## src/design/smd_merge.sv

```systemverilog
`default_nettype none
module smd_merge (
    input  wire logic        clk,
    input  wire logic        rst_n,
    input  wire logic        load,
    input  wire logic [15:0] left_res,
    input  wire logic [15:0] right_res,
    output logic             m_tvalid,
    input  wire logic        m_tready,
    output logic      [31:0] m_tdata
);

    logic        valid_reg;
    logic [31:0] data_reg;

    always_ff @(posedge clk or negedge rst_n)
    begin
        if (!rst_n)
        begin
            valid_reg <= 1'b0;
        end
        else if (load)
        begin
            valid_reg <= 1'b1;
        end
        else if (m_tready)
        begin
            valid_reg <= 1'b0;
        end
    end

    always_ff @(posedge clk)
    begin
        if (load)
        begin
            data_reg <= {right_res, left_res};
        end
    end

    assign m_tvalid = valid_reg;
    assign m_tdata  = data_reg;

endmodule
`default_nettype wire

```

## config.mk

```make
export PLATFORM = sky130hd
export DESIGN_NAME = smd_merge
export DESIGN_NICKNAME = d
export VERILOG_FILES = /design/src/design/smd_merge.sv
export SDC_FILE = /design/constraint.sdc
export NUM_CORES = 1
export LEC_CHECK = 0
export ABC_AREA = 1
export ABC_CLOCK_PERIOD_IN_PS = 800
export BUFFER_PORTS_ARGS = -buffer_cell sky130_fd_sc_hd__buf_2
export CORE_MARGIN = 1.5
export CORE_UTILIZATION = 39
export DETAILED_ROUTE_END_ITERATION = 8
export HOLD_SLACK_MARGIN = 0.03
export PLACE_DENSITY = 0.76
export SETUP_SLACK_MARGIN = 0.4
export SYNTH_ARGS = -nofsm -noshare
export SYNTH_HDL_FRONTEND = slang
export SYNTH_SLANG_ARGS = --single-unit
```

## constraint.sdc

```tcl
create_clock -name clk -period 0.8 [get_ports clk]
set_input_delay 0.04 -clock clk [delete_from_list [all_inputs] [get_ports clk]]
set_output_delay 0.04 -clock clk [all_outputs]
set_load 0.01 [all_outputs]
```

==> flow_summary.yaml <==
power_and_ir_drop:
  vdd_ir_drop_max_v: 0.00170
  p_seq_frac: 0.583
  p_sw_mw: 0.685
  intPower_mw: 2.87
  p_sw_frac: 0.193
  power_density_nw_per_um2: 2340
  p_leak_nw: 0.676
  combinationalPowerShare: 0.098
  power.share.clock: 0.320
timing:
  fmax_mhz: 1120
  min_period_ps: 895
  rsz0062_at_grt: "yes"
  post-route-period-util: 1.12
  setup_viol: 33
  worst_pin_slew_ps: 108
  holdWs_ps: -111
  final-hold-violation-count: 33
  relSlewSlack: 0.928
  worst_slack_ps: -94.7
  finalMaxSlewViolations: 0
  clock_skew_ps: 0
  fin_tns_setup_ps: -2070
placement:
  hpwlAfterDp_mm: 1.25
  place.gp.congestion: 0.624
  port_buffers: 68
setup_path:
  cp_max_fo: 2
  startpoint_type: "flip-flop"
  critPathCaptureType: "output port"
  arrival_ps: 850
  worstSetupPathType: "reg2out"
  crit_family: "flip-flops"
  cp_slowest_cell: "dfrtp_1"
  r2r_slack_ps: 100
  path_cells: "buf_2"
  cpPeakStageDelay_ps: 390
  critical_path_buf_inv_count: 1
  required_ps: 760
floorplanning:
  ios: 69
  fp.dieH_um: 53.7
  die_area_sq_um: 2880
  initial_core_util: 0.408
  die_w_um: 53.7
  fp.coreArea_sq_um: 2450
  rows: 18
finish:
  final_util: 0.618
  drive_above_1_share: 0.667
  mostFrequentLayoutCell: "buf_2"
  area_growth_pct: 51.6
  nFillCells: 212
  final_cell_mix: "buf_2 (68), edfxtp_1 (32), clkbuf_4 (5)"
  antenna_cells: 0
  seq_area_sq_um: 986
  fin_nets: 152
  multi_input_area_sq_um: 10.0
status:
  outcome: "finished with violations"
  violations: "hold timing, setup timing"
synth:
  yosysTopAreaCell: "edfxtp_1"
  netlist.area_leader.share: 0.960
  syn_inst: 37
  syn_area_sq_um: 1000
  synthSimpleGateAreaFrac: 0.00750
  ys_warn_count: 0
  yosys-top-cells-area: "edfxtp_1 (96%), dfrtp_1 (2.5%), inv_1 (0.75%), nand2_1 (0.75%)"
  synth_xor_area_frac: 0
  avgSynthCellArea_sq_um: 27.1
  synth_nets: 73
  synth-seq-area-share: 0.985
  synth-seq-cells: 33
  yosysUniqueCellTypes: 4
  synth_top_family_by_area: "buffers and inverters"
  yosys.area_share.adder: 0
  synth_compound_area_frac: 0
  yosys-mux-area-fraction: 0
global_routing:
  grt.overflow.total: 0
  grt_use_met1: 0.0983
  grt_first_pass_wirelength_mm: 2.19
  grt-busiest-layer: "met2"
  grt_use_total: 0.120
  antenna_found_initial: 0
  grt_pass1_vias: 582
  use_met3: 0.0806
  use_met2: 0.191
  grt_max_degree: 18
clock_network:
  clockBufferDepth: 2
  h-tree-depth: 2
  hold_buffers: 1
  numCtsBuffers: 5
  cts-root-buf: "clkbuf_4"
  clk_latency_ps: 320
  path_clk_slew_ps: 90
  cts_sinks: 33
  tritoncts: "yes"
drt:
  routed_wl_mm: 1.59
  vias: 637
  drtIter0Drc: 4
  post_drt_wl_per_cell_um: 10.8
  postRouteAntennaNets: 0
  dr.pass1.iters: 3
  via_per_inst: 4.33
  drc: 0
run:
  cap_violations: 0
hold_path:
  min_path_type: "in2reg"
==> cells in the mapped netlist (all sizes together) <==
library cell	instances
edfxtp	32
inv	2
nand2	2
dfrtp	1
==> cell families after synthesis <==
group         count (synthesis)
flops                        33
simple gates                  2
buf+inv                       2
==> final cells by class <==
cell class,instances,share of cell area
sequential,33,0.650
timing repair buffer,72,0.265
clock buffer,6,0.0272
tap,30,0.0247
clock inverter,2,0.0223
multi-input combinational,2,0.00660
inverter,2,0.00495
==> layer usage <==
metal | wire length, um | up-vias
met5 | 0 | -
met2 | 787 | 48
met3 | 266 | 5
met1 | 499 | 281
met4 | 39 | 0
li1 | - | 303
==> per-stage QoR <==
step           setup WS [ps]  cell area, sq um  total power [mW]  std cells
2_1_floorplan            195              1000              2.20         37
3_3_place_gp             166              1420              2.44        137
3_5_place_dp             159              1420              2.45        137
4_1_cts                 -104              1500              3.59        146
5_1_grt                 -143              1520              3.71        147
6_report               -94.7              1520              3.55        147
==> sequential cells by signal, summed over array words and instances, names as in the netlist <==
register / cells
m_tdata: 32
m_tvalid: 1
==> worst reg2reg max path, cell delays in order (launching register included) <==
cell	delay [ps]
dfrtp_1	390
buf_6	120
nand2_2	40
nand2_1	50
==> final timing paths <==
| check | start | end | cells after the start |
|---|---|---|---|
| max | m_tvalid$_DFFE_PN0P_ | m_tvalid | 1 |
| min | right_res[13] | m_tdata[29]$_DFFE_PP_ | 1 |
| max reg2reg | m_tvalid$_DFFE_PN0P_ | m_tvalid$_DFFE_PN0P_ | 3 |
| min reg2reg | m_tvalid$_DFFE_PN0P_ | m_tvalid$_DFFE_PN0P_ | 3 |
| max in group asynchronous | rst_n | m_tvalid$_DFFE_PN0P_ | 2 |
| min in group asynchronous | rst_n | m_tvalid$_DFFE_PN0P_ | 2 |
==> power groups by stage <==
stage | clock [mW] | sequential, mW | combinational, mW
2_1_floorplan | 0 | 2.20 | 0.00434
3_3_place_gp | 0 | 2.11 | 0.335
3_5_place_dp | 0 | 2.11 | 0.342
4_1_cts | 1.18 | 2.07 | 0.346
5_1_grt | 1.25 | 2.08 | 0.381
6_report | 1.14 | 2.07 | 0.347
==> timing repair <==
item | CTS | global route
endpoints found under the hold margin | 34 | 34
pin swaps | 0 | 1
endpoints found under the setup margin | 34 | 34
setup buffers | 0 | 1
resized for setup | 0 | 2
(Power assumes the default switching activity.)
