===== src/design/smd_pkg.sv =====
`default_nettype none
package smd_pkg;

    localparam int DELAY_DEPTH = 131072;
    localparam int ADDR_W      = $clog2(DELAY_DEPTH);
    localparam int MAX_TAPS    = 5;

    // reciprocal scaling for the delay divide
    localparam int RECIP_SHIFT = 22;
    localparam int RECIP_W     = 23;
    localparam int NUM_W       = 18;
    localparam int PROD_W      = NUM_W + RECIP_W;

    localparam logic [1:0] REG_SAMPLE_RATE = 2'd0;
    localparam logic [1:0] REG_DELAY_TIME  = 2'd1;
    localparam logic [1:0] REG_TAP_COUNT   = 2'd2;
    localparam logic [1:0] REG_MIX_GAIN    = 2'd3;

    localparam logic [16:0] SAMPLE_RATE_RST = 17'd48000;
    localparam logic [3:0]  DELAY_TIME_RST  = 4'd1;
    localparam logic [2:0]  TAP_COUNT_RST   = 3'd1;
    localparam logic [15:0] MIX_GAIN_RST    = 16'd0;

    typedef enum logic [2:0] {
        ST_IDLE,
        ST_WRITE,
        ST_TAPS,
        ST_DRAIN,
        ST_MIX,
        ST_OUT
    } state_t;

    typedef struct packed {
        logic clear;
        logic acc;
        logic mul;
    } lane_ctl_t;

    // ceil(2^22 / div) for the divisors that can occur
    function automatic logic [RECIP_W-1:0] recip(input logic [3:0] div);
        logic [RECIP_W-1:0] m;
        case (div)
            4'd1:    m = 23'd4194304;
            4'd2:    m = 23'd2097152;
            4'd3:    m = 23'd1398102;
            4'd4:    m = 23'd1048576;
            4'd5:    m = 23'd838861;
            4'd6:    m = 23'd699051;
            4'd7:    m = 23'd599187;
            4'd8:    m = 23'd524288;
            4'd9:    m = 23'd466034;
            4'd10:   m = 23'd419431;
            4'd11:   m = 23'd381301;
            4'd12:   m = 23'd349526;
            default: m = 23'd349526;
        endcase
        return m;
    endfunction

endpackage
`default_nettype wire


===== src/design/smd_tap_addr.sv =====
`default_nettype none
module smd_tap_addr import smd_pkg::*; (
    input  wire logic              clk,
    input  wire logic              rst_n,
    input  wire logic              issue,
    input  wire logic [2:0]        tap,
    input  wire logic [16:0]       sample_rate,
    input  wire logic [3:0]        div_base,
    input  wire logic [ADDR_W-1:0] wi,
    input  wire logic              wrapped,
    output logic                   ram_re,
    output logic      [ADDR_W-1:0] ram_raddr,
    output logic                   acc_valid,
    output logic                   acc_keep,
    output logic                   busy
);

    localparam logic [18:0]       DMAX    = 19'(DELAY_DEPTH - 1);
    localparam logic [ADDR_W:0]   DEPTH_X = (ADDR_W + 1)'(DELAY_DEPTH);

    logic [3:0]        div;
    logic [NUM_W-1:0]  num;
    logic [PROD_W-1:0] prod_next, prod_reg;
    logic              v1_reg, v2_reg, ok2_reg;
    logic [18:0]       quo;
    logic [ADDR_W-1:0] dly;
    logic [ADDR_W:0]   wrap_sum;
    logic [ADDR_W-1:0] ri;
    logic              ok;

    // taps share a divisor in pairs (0-1, 2-3); tap 4 has its own
    assign div       = div_base + {2'b00, tap[2:1]};
    assign num       = {1'b0, sample_rate} + {14'd0, div} - 18'd1;
    assign prod_next = PROD_W'(num * recip(div));

    assign quo      = prod_reg[PROD_W-1:RECIP_SHIFT];
    assign dly      = (quo > DMAX) ? DMAX[ADDR_W-1:0] : quo[ADDR_W-1:0];
    assign wrap_sum = {1'b0, wi} + DEPTH_X - {1'b0, dly};
    assign ri       = (dly > wi) ? wrap_sum[ADDR_W-1:0] : (wi - dly);
    // entries never written since reset read as zero
    assign ok       = wrapped || (ri <= wi);

    always_ff @(posedge clk)
    begin
        if (issue)
        begin
            prod_reg <= prod_next;
        end
        ok2_reg <= ok;
    end

    always_ff @(posedge clk or negedge rst_n)
    begin
        if (!rst_n)
        begin
            v1_reg <= 1'b0;
            v2_reg <= 1'b0;
        end
        else
        begin
            v1_reg <= issue;
            v2_reg <= v1_reg;
        end
    end

    assign ram_re    = v1_reg;
    assign ram_raddr = ri;
    assign acc_valid = v2_reg;
    assign acc_keep  = ok2_reg;
    assign busy      = v1_reg | v2_reg;

endmodule
`default_nettype wire


===== config.mk =====
export PLATFORM = sky130hd
export DESIGN_NAME = smd_tap_addr
export DESIGN_NICKNAME = d
export VERILOG_FILES = /design/src/design/smd_pkg.sv /design/src/design/smd_tap_addr.sv
export SDC_FILE = /design/constraint.sdc
export NUM_CORES = 1
export LEC_CHECK = 0
export BUFFER_PORTS_ARGS = -buffer_cell sky130_fd_sc_hd__buf_2
export CELL_PAD_IN_SITES_DETAIL_PLACEMENT = 1
export CELL_PAD_IN_SITES_GLOBAL_PLACEMENT = 1
export CORE_UTILIZATION = 30
export DETAILED_ROUTE_END_ITERATION = 12
export GPL_ROUTABILITY_DRIVEN = 0
export PLACE_DENSITY_LB_ADDON = 0.2
export SETUP_SLACK_MARGIN = 0.05
export SLEW_MARGIN = 20
export SYNTH_ARGS = -nofsm -noshare
export SYNTH_HDL_FRONTEND = slang
export SYNTH_SLANG_ARGS = --single-unit
export TNS_END_PERCENT = 20

===== constraint.sdc =====
create_clock -name clk -period 9.5 [get_ports clk]
set_input_delay 0.475 -clock clk [delete_from_list [all_inputs] [get_ports clk]]
set_output_delay 0.475 -clock clk [all_outputs]
set_load 0.005 [all_outputs]

==> flow_summary_export.csv <==
group,metric,value,unit
setup_path,max_fanout_on_critical_path,7,
setup_path,timing.critical_path.slowest_cell_delay,590,ps
place,port_buffers,64,
timing,worst-slew-pin-transition,1250,ps
synth,synth-async-reset-ratio,9.09,%
layout,most_common_library_cell_in_the_layout_ignoring_fill_and_taps,"inv_1",
setup_path,ff2ff_setup_slack,4910,ps
synth,seq_area_frac_synth,3.92,%
layout,layout-drive-gt1-share,13.0,%
floorplanning,io_pins,66,
layout,nNetsFinal,2651,
synth,yosys.cell_types.count,72,
clock_tree,numClockSinks,22,
floorplanning,die_area,55400,um2
global_route,grt_start_max_net_pins,21,
timing,maxClockFrequency,109,MHz
clock_tree,clkLatencyLatePin,250,ps
layout,layoutNonFillerInstCount,2793,
timing,report.final.hold_viol_count,0,
global_route,grt_first_pass_wirelength,87.0,mm
run,cap_violations,0,
setup_path,crit_path_start_kind,"input port",
timing,period_minus_slack,9140,ps
floorplanning,die_height,235,um
routing,initialDrtViolationCount,592,
global_route,grt_util_met3,1.09,%
synth,synth.area.top_cells,"fa_1, ha_1, inv_1",
hold_path,min_to,"acc_valid",
layout,largest_reg_flops,19,
clock_tree,worst_case_clock_buffer_depth,2,
clock_tree,clkTransAtPathRegs,60,ps
place,dpl.cell_count,2782,
clock_tree,ctsRootBufferMaster,"clkbuf_16",
floorplanning,floorplan.die.width,235,um
run_status,status,"finished, final reports clean",
global_route,initial_antenna_violation_count,1,
floorplanning,start_util,30.4,%
timing,final-max-slew-violation-count,0,
synth,number_of_cells_produced_by_synthesis,1956,
routing,finalWirelength,55.8,mm
routing,drc,0,
timing,setup_viol,0,
routing,post_drt_wl_per_cell,20.0,um
layout,antennaDiodeCount,0,
layout,most_frequent_cells_in_the_layout,"inv_1, fa_1, nand2_1",
routing,ant_nets,0,
timing,unrepaired_setup_endpoints_after_global_routing,"no",
global_route,global_route_met2_utilization,36.5,%
synth,postSynthAreaPerCell,8.35,um2
global_route,grt.overflow.total,0,
place,dp.final_hpwl,47.0,mm
routing,first_pass_iters,5,
synth,netlist.area_leader.share,41.3,%
layout,layout_overhead_on_the_synthesized_area,14.6,%
synth,yosysWarningCount,0,
timing,setup-tns-final,0,ps
floorplanning,placement_rows,85,
synth,post_synthesis_instance_area,16300,um2
layout,finalCoreUtilization,34.8,%
clock_tree,ctsHtreeMaxLevel,1,
setup_path,worst-setup-path-type,"input port to flop",
timing,timing.slew.headroom,15.8,%
setup_path,timing.rr.start,"prod_reg[39]",
timing,layout_worst_path_cycle_share,96.2,%
setup_path,ff2ff_path_depth,18,
setup_path,required,9490,ps
setup_path,data_arrival_time_at_the_worst_slack_endpoint,9130,ps
hold_path,holdPathStages,0,
global_route,grt.busiest_layer,"met2",
synth,ys_seq_elements,22,
global_route,groute.usage.overall,20.4,%
global_route,grtUsageMet1,27.4,%
clock_tree,tritoncts_clock_tree,"done",
layout,final_area,18700,um2
synth,edff_count_synth,19,
setup_path,reg2reg_to,"acc_keep",
floorplanning,core-area,53800,um2
setup_path,critical_path_capture_point_type,"flop",
place,area_post_placement,18400,um2
synth,postSynth.topFlopCell,"edfxtp_1",
setup_path,worst_path_most_repeated_cell,"fa_1",
setup_path,cp_slowest_cell,"fa_2",
hold_path,holdCritPathClass,"flop to flop",
synth,synth_fp_nets,2509,
clock_tree,number_of_buffers_added_by_the_clock_tree_synthesis_step,3,
routing,via_count,13500,
synth,synth.largest_area_cell,"fa_1",
routing,vias_per_cell,4.83,
hold_path,hold_start,"ram_re",
timing,finClkSkew,2.12,ps
global_route,via_count_of_the_first_global_routing_pass,15200,
-- routing by layer --
layer	share of wire, %	routed length (um)
met1	46	25500
met2	49	27400
met3	3.2	1760
met4	1.9	1070
met5	0	0
-- critical path, delay by kind of cell --
| kind | cells | cell delay [ps] |
|---|---|---|
| buffers and inverters | 12 | 1250 |
| XOR/XNOR | 1 | 90 |
| adder cells (fa/ha/maj) | 12 | 4780 |
| AND/OR/NAND/NOR | 6 | 1030 |
| AO/OA/AOI/OAI | 9 | 1500 |
-- worst max path at each step --
stage                       from      endpoint  slack (ps)  depth (start not counted)
after floorplan           tap[1]  prod_reg[39]         330                         37
after global placement    tap[1]  prod_reg[38]        -150                         39
after detailed placement  tap[2]  prod_reg[39]        -170                         37
after CTS                 tap[2]  prod_reg[39]          80                         37
after global routing      tap[1]  prod_reg[40]          30                         40
final                     tap[1]  prod_reg[40]         360                         40
-- area by class of cell --
class / instances / area, um2
repair buffers: 211 / 1540
fillers: 6407 / 35100
clock inverters: 1 / 30.0
inverters: 499 / 1870
clock buffers: 3 / 75.1
well taps: 696 / 871
multi-input cells: 1361 / 13700
flip-flops and latches: 22 / 641
-- per-stage QoR --
step / hold WS, ps / setup slack, ps
final: 397 / 362
after floorplan: 179 / 331
after global routing: 403 / 28.4
after CTS: 395 / 81.6
after detailed placement: 262 / -170
after global placement: 260 / -154
-- synth_stat cells (2+ instances only) --
| cell | number |
|---|---|
| mux2i_1 | 5 |
| or4_1 | 2 |
| nand2b_1 | 47 |
| a22oi_1 | 4 |
| clkbuf_1 | 61 |
| nand3_1 | 15 |
| a311o_1 | 7 |
| a211oi_1 | 5 |
| and3_1 | 6 |
| inv_1 | 499 |
| a21oi_1 | 56 |
| edfxtp_1 | 19 |
| a211o_1 | 3 |
| a21boi_1 | 3 |
| nor3_1 | 31 |
| a31oi_1 | 21 |
| a311oi_1 | 14 |
| a21o_1 | 25 |
| nand3b_1 | 2 |
| a2111oi_0 | 3 |
| a21o_2 | 2 |
| o211ai_1 | 7 |
| o21ba_2 | 2 |
| xor2_1 | 21 |
| nor4_1 | 2 |
| xnor2_1 | 37 |
| o21bai_1 | 4 |
| nand4_1 | 9 |
| o21ai_0 | 38 |
| nor2b_1 | 9 |
| dfrtp_1 | 2 |
| a22o_1 | 2 |
| nor2_1 | 148 |
| fa_1 | 337 |
| and2_1 | 20 |
| or2_2 | 11 |
| o22ai_1 | 4 |
| or3_1 | 12 |
| o31ai_2 | 2 |
| buf_1 | 2 |
| nand2_1 | 242 |
| buf_2 | 10 |
| o21a_1 | 6 |
| ha_1 | 171 |
-- what timing repair did --
action,in CTS,in global routing
setup endpoints to repair,0,15
resized for setup,0,33
hold buffers,1,0
endpoints found under the hold margin,2,0
buffers inserted,0,6
-- kinds of logic (layout without fill, tap and decap cells) --
logic type	Yosys count	after routing	synth area share, %
flip-flops	22	22	3.92
adder cells (fa/ha/maj)	508	508	54.4
AND/OR/NAND/NOR	563	563	15.4
buffers and inverters	573	714	13.3
multiplexers	6	6	0.375
AO/OA/AOI/OAI	225	225	9.43
XOR/XNOR	59	59	3.21
Power is left out: the tool's default activity adds up to more than one toggle a clock period on the data nets, which glitch-free logic cannot reach.
