`config.mk`:
```
export PLATFORM = sky130hd
export DESIGN_NAME = smd_lane
export DESIGN_NICKNAME = d
export VERILOG_FILES = /design/src/design/smd_pkg.sv /design/src/design/smd_lane.sv
export SDC_FILE = /design/constraint.sdc
export NUM_CORES = 1
export LEC_CHECK = 0
export ABC_CLOCK_PERIOD_IN_PS = 7100
export BUFFER_PORTS_ARGS = -buffer_cell sky130_fd_sc_hd__buf_2
export CAP_MARGIN = 20
export CORE_MARGIN = 1
export CORE_UTILIZATION = 55
export CTS_BUF_LIST = sky130_fd_sc_hd__clkbuf_4 sky130_fd_sc_hd__clkbuf_8 sky130_fd_sc_hd__clkbuf_16
export CTS_CLUSTER_DIAMETER = 100
export DETAILED_ROUTE_END_ITERATION = 12
export PLACE_DENSITY = 0.83
export SETUP_SLACK_MARGIN = 0.02
export SLEW_MARGIN = 0
export SYNTH_ARGS = -nofsm -noshare
export SYNTH_HDL_FRONTEND = slang
export SYNTH_SLANG_ARGS = --single-unit
```
`constraint.sdc`:
```
create_clock -name clk -period 7.1 [get_ports clk]
set_input_delay 1.42 -clock clk [delete_from_list [all_inputs] [get_ports clk]]
set_output_delay 1.42 -clock clk [all_outputs]
set_load 0.005 [all_outputs]
```
`src/design/smd_pkg.sv`:
```
`default_nettype none
package smd_pkg;

    localparam int DELAY_DEPTH = 131072;
    localparam int ADDR_W      = $clog2(DELAY_DEPTH);
    localparam int MAX_TAPS    = 5;

    // reciprocal scaling for the delay divide
    localparam int RECIP_SHIFT = 22;
    localparam int RECIP_W     = 23;
    localparam int NUM_W       = 18;
    localparam int PROD_W      = NUM_W + RECIP_W;

    localparam logic [1:0] REG_SAMPLE_RATE = 2'd0;
    localparam logic [1:0] REG_DELAY_TIME  = 2'd1;
    localparam logic [1:0] REG_TAP_COUNT   = 2'd2;
    localparam logic [1:0] REG_MIX_GAIN    = 2'd3;

    localparam logic [16:0] SAMPLE_RATE_RST = 17'd48000;
    localparam logic [3:0]  DELAY_TIME_RST  = 4'd1;
    localparam logic [2:0]  TAP_COUNT_RST   = 3'd1;
    localparam logic [15:0] MIX_GAIN_RST    = 16'd0;

    typedef enum logic [2:0] {
        ST_IDLE,
        ST_WRITE,
        ST_TAPS,
        ST_DRAIN,
        ST_MIX,
        ST_OUT
    } state_t;

    typedef struct packed {
        logic clear;
        logic acc;
        logic mul;
    } lane_ctl_t;

    // ceil(2^22 / div) for the divisors that can occur
    function automatic logic [RECIP_W-1:0] recip(input logic [3:0] div);
        logic [RECIP_W-1:0] m;
        case (div)
            4'd1:    m = 23'd4194304;
            4'd2:    m = 23'd2097152;
            4'd3:    m = 23'd1398102;
            4'd4:    m = 23'd1048576;
            4'd5:    m = 23'd838861;
            4'd6:    m = 23'd699051;
            4'd7:    m = 23'd599187;
            4'd8:    m = 23'd524288;
            4'd9:    m = 23'd466034;
            4'd10:   m = 23'd419431;
            4'd11:   m = 23'd381301;
            4'd12:   m = 23'd349526;
            default: m = 23'd349526;
        endcase
        return m;
    endfunction

endpackage
`default_nettype wire

```
`src/design/smd_lane.sv`:
```
`default_nettype none
module smd_lane import smd_pkg::*; (
    input  wire logic         clk,
    input  wire lane_ctl_t    ctl,
    input  wire logic [15:0]  dry_in,
    input  wire logic [15:0]  tap_sample,
    input  wire logic [15:0]  gain,
    output logic      [15:0]  result
);

    logic signed [15:0] dry_reg;
    logic signed [18:0] sum_reg;
    logic signed [35:0] prod_reg;
    logic signed [35:0] rnd;
    logic signed [19:0] scaled;
    logic signed [20:0] total;

    always_ff @(posedge clk)
    begin
        if (ctl.clear)
        begin
            dry_reg <= $signed(dry_in);
            sum_reg <= 19'sd0;
        end
        else if (ctl.acc)
        begin
            sum_reg <= sum_reg + 19'($signed(tap_sample));
        end
        if (ctl.mul)
        begin
            prod_reg <= 36'(sum_reg * $signed({1'b0, gain}));
        end
    end

    // round half up, then add the dry sample and clip
    assign rnd    = prod_reg + 36'sd32768;
    assign scaled = 20'(rnd >>> 16);
    assign total  = 21'(dry_reg) + 21'(scaled);

    always_comb
    begin
        if (total > 21'sd32767)
        begin
            result = 16'h7fff;
        end
        else if (total < -21'sd32768)
        begin
            result = 16'h8000;
        end
        else
        begin
            result = total[15:0];
        end
    end

endmodule
`default_nettype wire

```
==> implementation parameters, run 1 <==
Parameter                              Value

Status
  Run status ... finished clean

Global routing
  GR met1 Demand/Resource ... a little under 30%
  Met3 track demand over resource ... 2.647%
  Wire length of the first global-routing pass ... 58,040 um
  All-layer global routing usage ... 25.91%
  Initial antenna violation count ... 0
  Largest net degree at the start of global routing ... 40
  Most heavily used metal layer in global routing ... met2
  Remaining global-route overflow ... 0
  GRT met2 Usage ... 48.41%
  Via count of the first global-routing pass ... 12.57k

Die
  Starting utilization of the core area ... ~56%
  Die width ... about 170 um
  Number of standard-cell rows in the floorplan ... 60
  Core Footprint ... between 20,000 and 30,000 um^2
  Die outline height ... around 170 um
  Die area ... 28,090 um^2
  Total I/O pin count ... 68

Logic synthesis
  Top cell type's share of synthesized area ... 40.74%
  Top cell types by occurrence after synthesis ... inv_1 (379), fa_1 (307), nand2_1 (219), ha_1 (128), and2_1 (123)
  Cells after synthesis ... 1,658
  Synth area leaders ... fa_1 (41%), ha_1 (11%), inv_1 (9.4%)
  Synth Warn # ... 0
  Cell area after synthesis ... roughly 15,000 um^2
  Seq/Total Area, Yosys ... 9.886%
  Most common cell in the synthesized netlist ... inv_1
  Top cell type by total area after synthesis ... fa_1
  Share of synthesized flip-flops with an asynchronous set or reset ... 0%
  Distinct cell type count after synthesis ... 66
  Mapped Nets ... 2,145
  Synthesized area per cell ... 9.099 um^2
  Most frequently used flop master after synthesis ... edfxtp_1
  Count of flip-flops with a built-in enable after synthesis ... 37
  Post-synthesis sequential element count ... 56

Critical path
  Type of the worst setup path ... input port to flip-flop
  Most numerous cell on the critical path ... fa_1
  Worst Reg2Reg Path Length in Cells ... 20
  Largest delay share family, worst path ... adder cells
  Worst path bufs/invs ... 7
  Sequence of cells on the critical path ... buf_2 -> buf_4 -> and2_1 -> fa_1 -> inv_1 -> fa_1 -> fa_1 -> inv_1 -> fa_1 -> fa_1 -> inv_1 -> fa_1 -> inv_1 -> ha_1 -> and2_1 -> a221o_1 -> and2_2 -> o21bai_2 -> a211oi_2 -> buf_4 -> or3_1 -> o311ai_0
  Crit path capture type ... flip-flop
  Standard cell with the maximum stage delay on the critical path ... fa_1
  Biggest fanout along the worst timing path ... 9
  Required time at the worst-slack endpoint ... 7.22 ns
  Critical Path Stages ... 22
  Launching element type of the critical path ... input port
  Crit path DAT ... 7.03 ns
  Longest individual stage delay on the worst path ... about 0.55 ns

Final layout
  Share of layout cells above drive strength 1 ... 9.565%
  Number of diodes ... 0
  Area grow syn2layout ... 8.534%
  Number of flip-flops in the largest register ... 21
  Nets ... 2,232
  Final core utilization ... 60.75%
  Finished layout cell area ... about 16,000 um^2

Placed design
  Dpl hpwl ... 27,730 um
  PortBufs ... between 60 and 70
  Instance area at placement ... 16,170 um^2
  Final GP Congestion ... 0.9171

Route
  Mean number of vias per cell ... 5.453
  Aggregate routed wire length ... 33,250 um
  Initial DRC count ... 690
  DRC violation count after routing ... 0
  First drt pass iteration count ... 5
  Routed length per instance ... 15.93 um
  Remaining antenna violation count after routing ... 0
  Total via count after detailed routing ... 11.38k

STA
  Shortest period the worst path allows ... 6.911 ns
  Worst clock skew on the final layout ... roughly 0.012 ns
  Final cycle utilization of the critical path ... 97.33%
  Number of failing setup endpoints in the final timing report ... 0
  Slew margin rel. ... ~45%
  Final Hold Fails ... 0
  Top achievable clock speed ... 144.7 MHz
  Least-Margin Pin Slew ... 0.8284 ns
  Setup repair after global routing missed its margin ... true
  Max-slew violations ... 0

Clock network
  CTS tree ... built
  TritonCTS sink count ... 56
  Worst-path clk slew ... 0.09 ns
  Post-CTS Hold Fix Bufs ... 0
  Buffer type at the clock tree root ... clkbuf_16
  H-tree levels ... 2
  Clock Tree Buf Depth ... 2
  TritonCTS Buffers ... 5
  Clk Latency, worst-skew pair ... 0.32 ns

Hold path
  Worst hold path stage count ... 2
  Worst Hold Class ... flip-flop to flip-flop

Flow run
  Max-cap violations ... 0
## logic make-up (layout without fill, tap and decap cells)
kind of cell	count (synthesis)	count (layout)	synth area share (%)
and+or+nand+nor	488	488	15.68
buffers and inverters	437	525	10.93
adders and majority gates	435	435	51.36
AOI/OAI and AO/OA	156	156	7.050
xor gates and xnor gates	74	74	4.296
DFF	56	56	9.886
muxes	12	12	0.7962
## path summary, 6_finish.rpt
path	slack (ns)	to	startpoint
max	0.19	prod_reg[33]$_DFFE_PP_	gain[5]
min	0.64	sum_reg[3]$_SDFFE_PP0P_	sum_reg[3]$_SDFFE_PP0P_
max reg2reg	0.65	prod_reg[33]$_DFFE_PP_	sum_reg[7]$_SDFFE_PP0P_
min reg2reg	0.64	sum_reg[3]$_SDFFE_PP0P_	sum_reg[3]$_SDFFE_PP0P_
## layout by cell type (no fill, tap or decap), types with 51 or more instances in the layout
master     n
and2_1   122
nand2_1  218
fa_1     307
nor2_1    55
inv_1    378
a21oi_1   51
xnor2_1   51
buf_4     70
buf_2     64
ha_1     128
## layer usage
layer	share of wire, %	vias up	routed length, um
met5	0	-	0
met4	5.0	0	1661
met3	4.3	127	1445
met2	53	336	17500
met1	38	5687	12640
li1	-	5230	-
## through the flow
| stage | setup TNS [ns] | hold slack, ns | cells | setup slack (ns) |
|---|---|---|---|---|
| after global routing | -0.006441 | 0.6704 | 2087 | -0.006441 |
| after floorplan | 0 | 0.5093 | 1658 | 0.03471 |
| after detailed placement | -2.007 | 0.6083 | 2079 | -0.3834 |
| final | 0 | 0.6374 | 2087 | 0.1893 |
| after global placement | -1.117 | 0.6108 | 2079 | -0.2681 |
| after CTS | 0 | 0.6240 | 2087 | 0.07937 |
## final cells by class
cell class / instances / area, um^2
Timing Repair Buffer: 138 / 888.4
Fill cell: 2162 / 10580
Inverter: 379 / 1423
Multi-Input combinational cell: 1165 / 11970
Sequential cell: 56 / 1491
Clock inverter: 3 / 46.29
Tap cell: 341 / 426.7
Clock buffer: 5 / 125.1
## repair_timing
action                                  CTS  global route
pin swaps                                 0             1
buffers inserted                          0             0
resized for setup                         1            11
endpoints found under the setup margin    3             7
gates cloned                              0             0
## worst reg2reg max path, stage by stage, from the launching register on
cell and delay [ns]:
dfxtp_1 0.83, nand2_1 0.21, fa_1 0.58, inv_1 0.05
fa_1 0.53, inv_1 0.07, fa_1 0.55, inv_1 0.06
fa_1 0.38, fa_1 0.53, fa_1 0.42, ha_1 0.30
a21o_1 0.16, a21o_1 0.18, a221o_1 0.32, and2_2 0.22
o21bai_2 0.16, a211oi_2 0.09, buf_4 0.16, or3_1 0.36
o311ai_0 0.10
Power of run 1 is left out: the tool's default activity adds up to more than one toggle a clock period on the data nets, which glitch-free logic cannot reach.
==> run 2, diff against run 1 <==
Settings changed: CORE_MARGIN 1 to 1.5.
==> implementation parameters, run 2 (same netlist as run 1, synthesis figures left out) <==
Parameter                              Value

Status
  Run status ... finished clean

Critical path
  Most numerous cell on the critical path ... fa_1
  Longest individual stage delay on the worst path ... 0.58 ns
  Launching element type of the critical path ... input port
  Crit path DAT ... slightly below 7 ns
  Worst path bufs/invs ... 3
  Largest delay share family, worst path ... adder cells
  Crit path capture type ... flip-flop
  Required time at the worst-slack endpoint ... 7.16 ns
  Type of the worst setup path ... input port to flip-flop
  Standard cell with the maximum stage delay on the critical path ... fa_1
  Sequence of cells on the critical path ... buf_2 -> and2_1 -> fa_1 -> inv_1 -> fa_1 -> fa_1 -> inv_1 -> fa_1 -> fa_1 -> fa_1 -> ha_1 -> a21o_1 -> a21o_1 -> a221o_1 -> and2_1 -> nor2_1 -> a31oi_1 -> a311oi_2 -> xnor2_1
  Biggest fanout along the worst timing path ... 11

Global routing
  Largest net degree at the start of global routing ... 40
  Wire length of the first global-routing pass ... between 50,000 and 60,000 um
  Remaining global-route overflow ... 0
  Via count of the first global-routing pass ... between 10k and 15k
  Initial antenna violation count ... 0
  All-layer global routing usage ... 25.47%

Clock network
  Worst-path clk slew ... 0.09 ns
  Clk Latency, worst-skew pair ... 0.31 ns
  TritonCTS Buffers ... 5
  CTS tree ... built
  TritonCTS sink count ... 56
  H-tree levels ... 2
  Clock Tree Buf Depth ... 2
  Buffer type at the clock tree root ... clkbuf_16
  Post-CTS Hold Fix Bufs ... 0

STA
  Number of failing setup endpoints in the final timing report ... 0
  Least-Margin Pin Slew ... 0.8875 ns
  Final Hold Fails ... 0
  Final cycle utilization of the critical path ... 96.28%
  Slew margin rel. ... 40.63%
  Hold Slack ... 0.6982 ns
  Shortest period the worst path allows ... 6.836 ns
  Max-slew violations ... 0
  Top achievable clock speed ... 146.3 MHz
  Worst clock skew on the final layout ... 0.009117 ns

Route
  Initial DRC count ... 702
  Routed length per instance ... 16.00 um
  First drt pass iteration count ... 5
  Total via count after detailed routing ... 11.41k
  DRC violation count after routing ... 0
  Remaining antenna violation count after routing ... 0
  Aggregate routed wire length ... 33,380 um
  Mean number of vias per cell ... 5.467

Final layout
  Final core utilization ... 60.84%
  Area grow syn2layout ... 8.684%
  Commonest non-fill, non-tap cell in the layout ... inv_1
  Share of layout cells above drive strength 1 ... 9.737%
  Number of flip-flops in the largest register ... 21
  Number of diodes ... 0
  Nets ... 2,232
  Finished layout cell area ... 16,400 um^2
  Most frequent cells in the layout ... inv_1 (378), fa_1 (306), nand2_1 (219)

Placed design
  Instance area at placement ... roughly 16,000 um^2
  Dpl hpwl ... approximately 28,000 um
  PortBufs ... 67
  Final GP Congestion ... 0.9133

Hold path
  Worst Hold Class ... flip-flop to flip-flop

Die
  Die area ... 28,430 um^2
  Core Footprint ... 26,950 um^2
  Die outline height ... approximately 170 um
  Die width ... 168.6 um
  Number of standard-cell rows in the floorplan ... 60
  Total I/O pin count ... 68
  Starting utilization of the core area ... 55.97%

Flow run
  Max-cap violations ... 0
run 2: path summary, 6_finish.rpt:
path / startpoint / endpoint / slack, ns / cells past startpoint
setup reg to reg: sum_reg[12]$_SDFFE_PP0P_ / prod_reg[28]$_DFFE_PP_ / 0.73 / 17
setup / recovery: gain[6] / prod_reg[28]$_DFFE_PP_ / 0.26 / 19
hold / removal: sum_reg[13]$_SDFFE_PP0P_ / sum_reg[13]$_SDFFE_PP0P_ / 0.70 / 2
hold reg to reg: sum_reg[13]$_SDFFE_PP0P_ / sum_reg[13]$_SDFFE_PP0P_ / 0.70 / 2
run 2: routing by layer:
layer	global-route usage (%)	wire, um	vias to the layer above	part of all wire [%]
met5	0	0	-	0
met4	11.80	1478	0	4.4
met3	2.455	1452	106	4.3
met2	48.24	18030	347	54
met1	28.92	12420	5732	37
li1	-	-	5225	-
run 2: layout make-up:
| class | instances | area, um^2 |
|---|---|---|
| clock buffer | 5 | 125.1 |
| tap | 341 | 426.7 |
| fill | 2140 | 10560 |
| timing repair buffer | 138 | 910.9 |
| clock inverter | 3 | 25.02 |
| multi-input combinational | 1165 | 11990 |
| inverter | 379 | 1423 |
| sequential | 56 | 1491 |
run 2: what timing repair did:
item,4_1_cts,5_1_grt
buffers inserted,0,1
endpoints found under the setup margin,0,9
hold endpoints to repair,0,0
gates resized for setup,0,14
run 2: worst reg2reg max path: cells and delay by family (launching register included):
family / cells / cell delay [ns]
adders and majority gates: 7 / 3.33
AOI/OAI and AO/OA: 5 / 1.21
xor gates and xnor gates: 1 / 0.12
and+or+nand+nor: 3 / 0.54
DFF: 1 / 0.84
buffers and inverters: 1 / 0.09
run 2: through the flow:
stage	setup TNS [ns]	std cells	setup slack [ns]
2_1_floorplan	0	1658	0.03471
3_3_place_gp	-0.7943	2078	-0.2199
3_5_place_dp	-1.031	2078	-0.2364
4_1_cts	0	2086	0.05445
5_1_grt	-0.03602	2087	-0.01826
6_report	0	2087	0.2644
Power of run 2 is left out for the same reason.
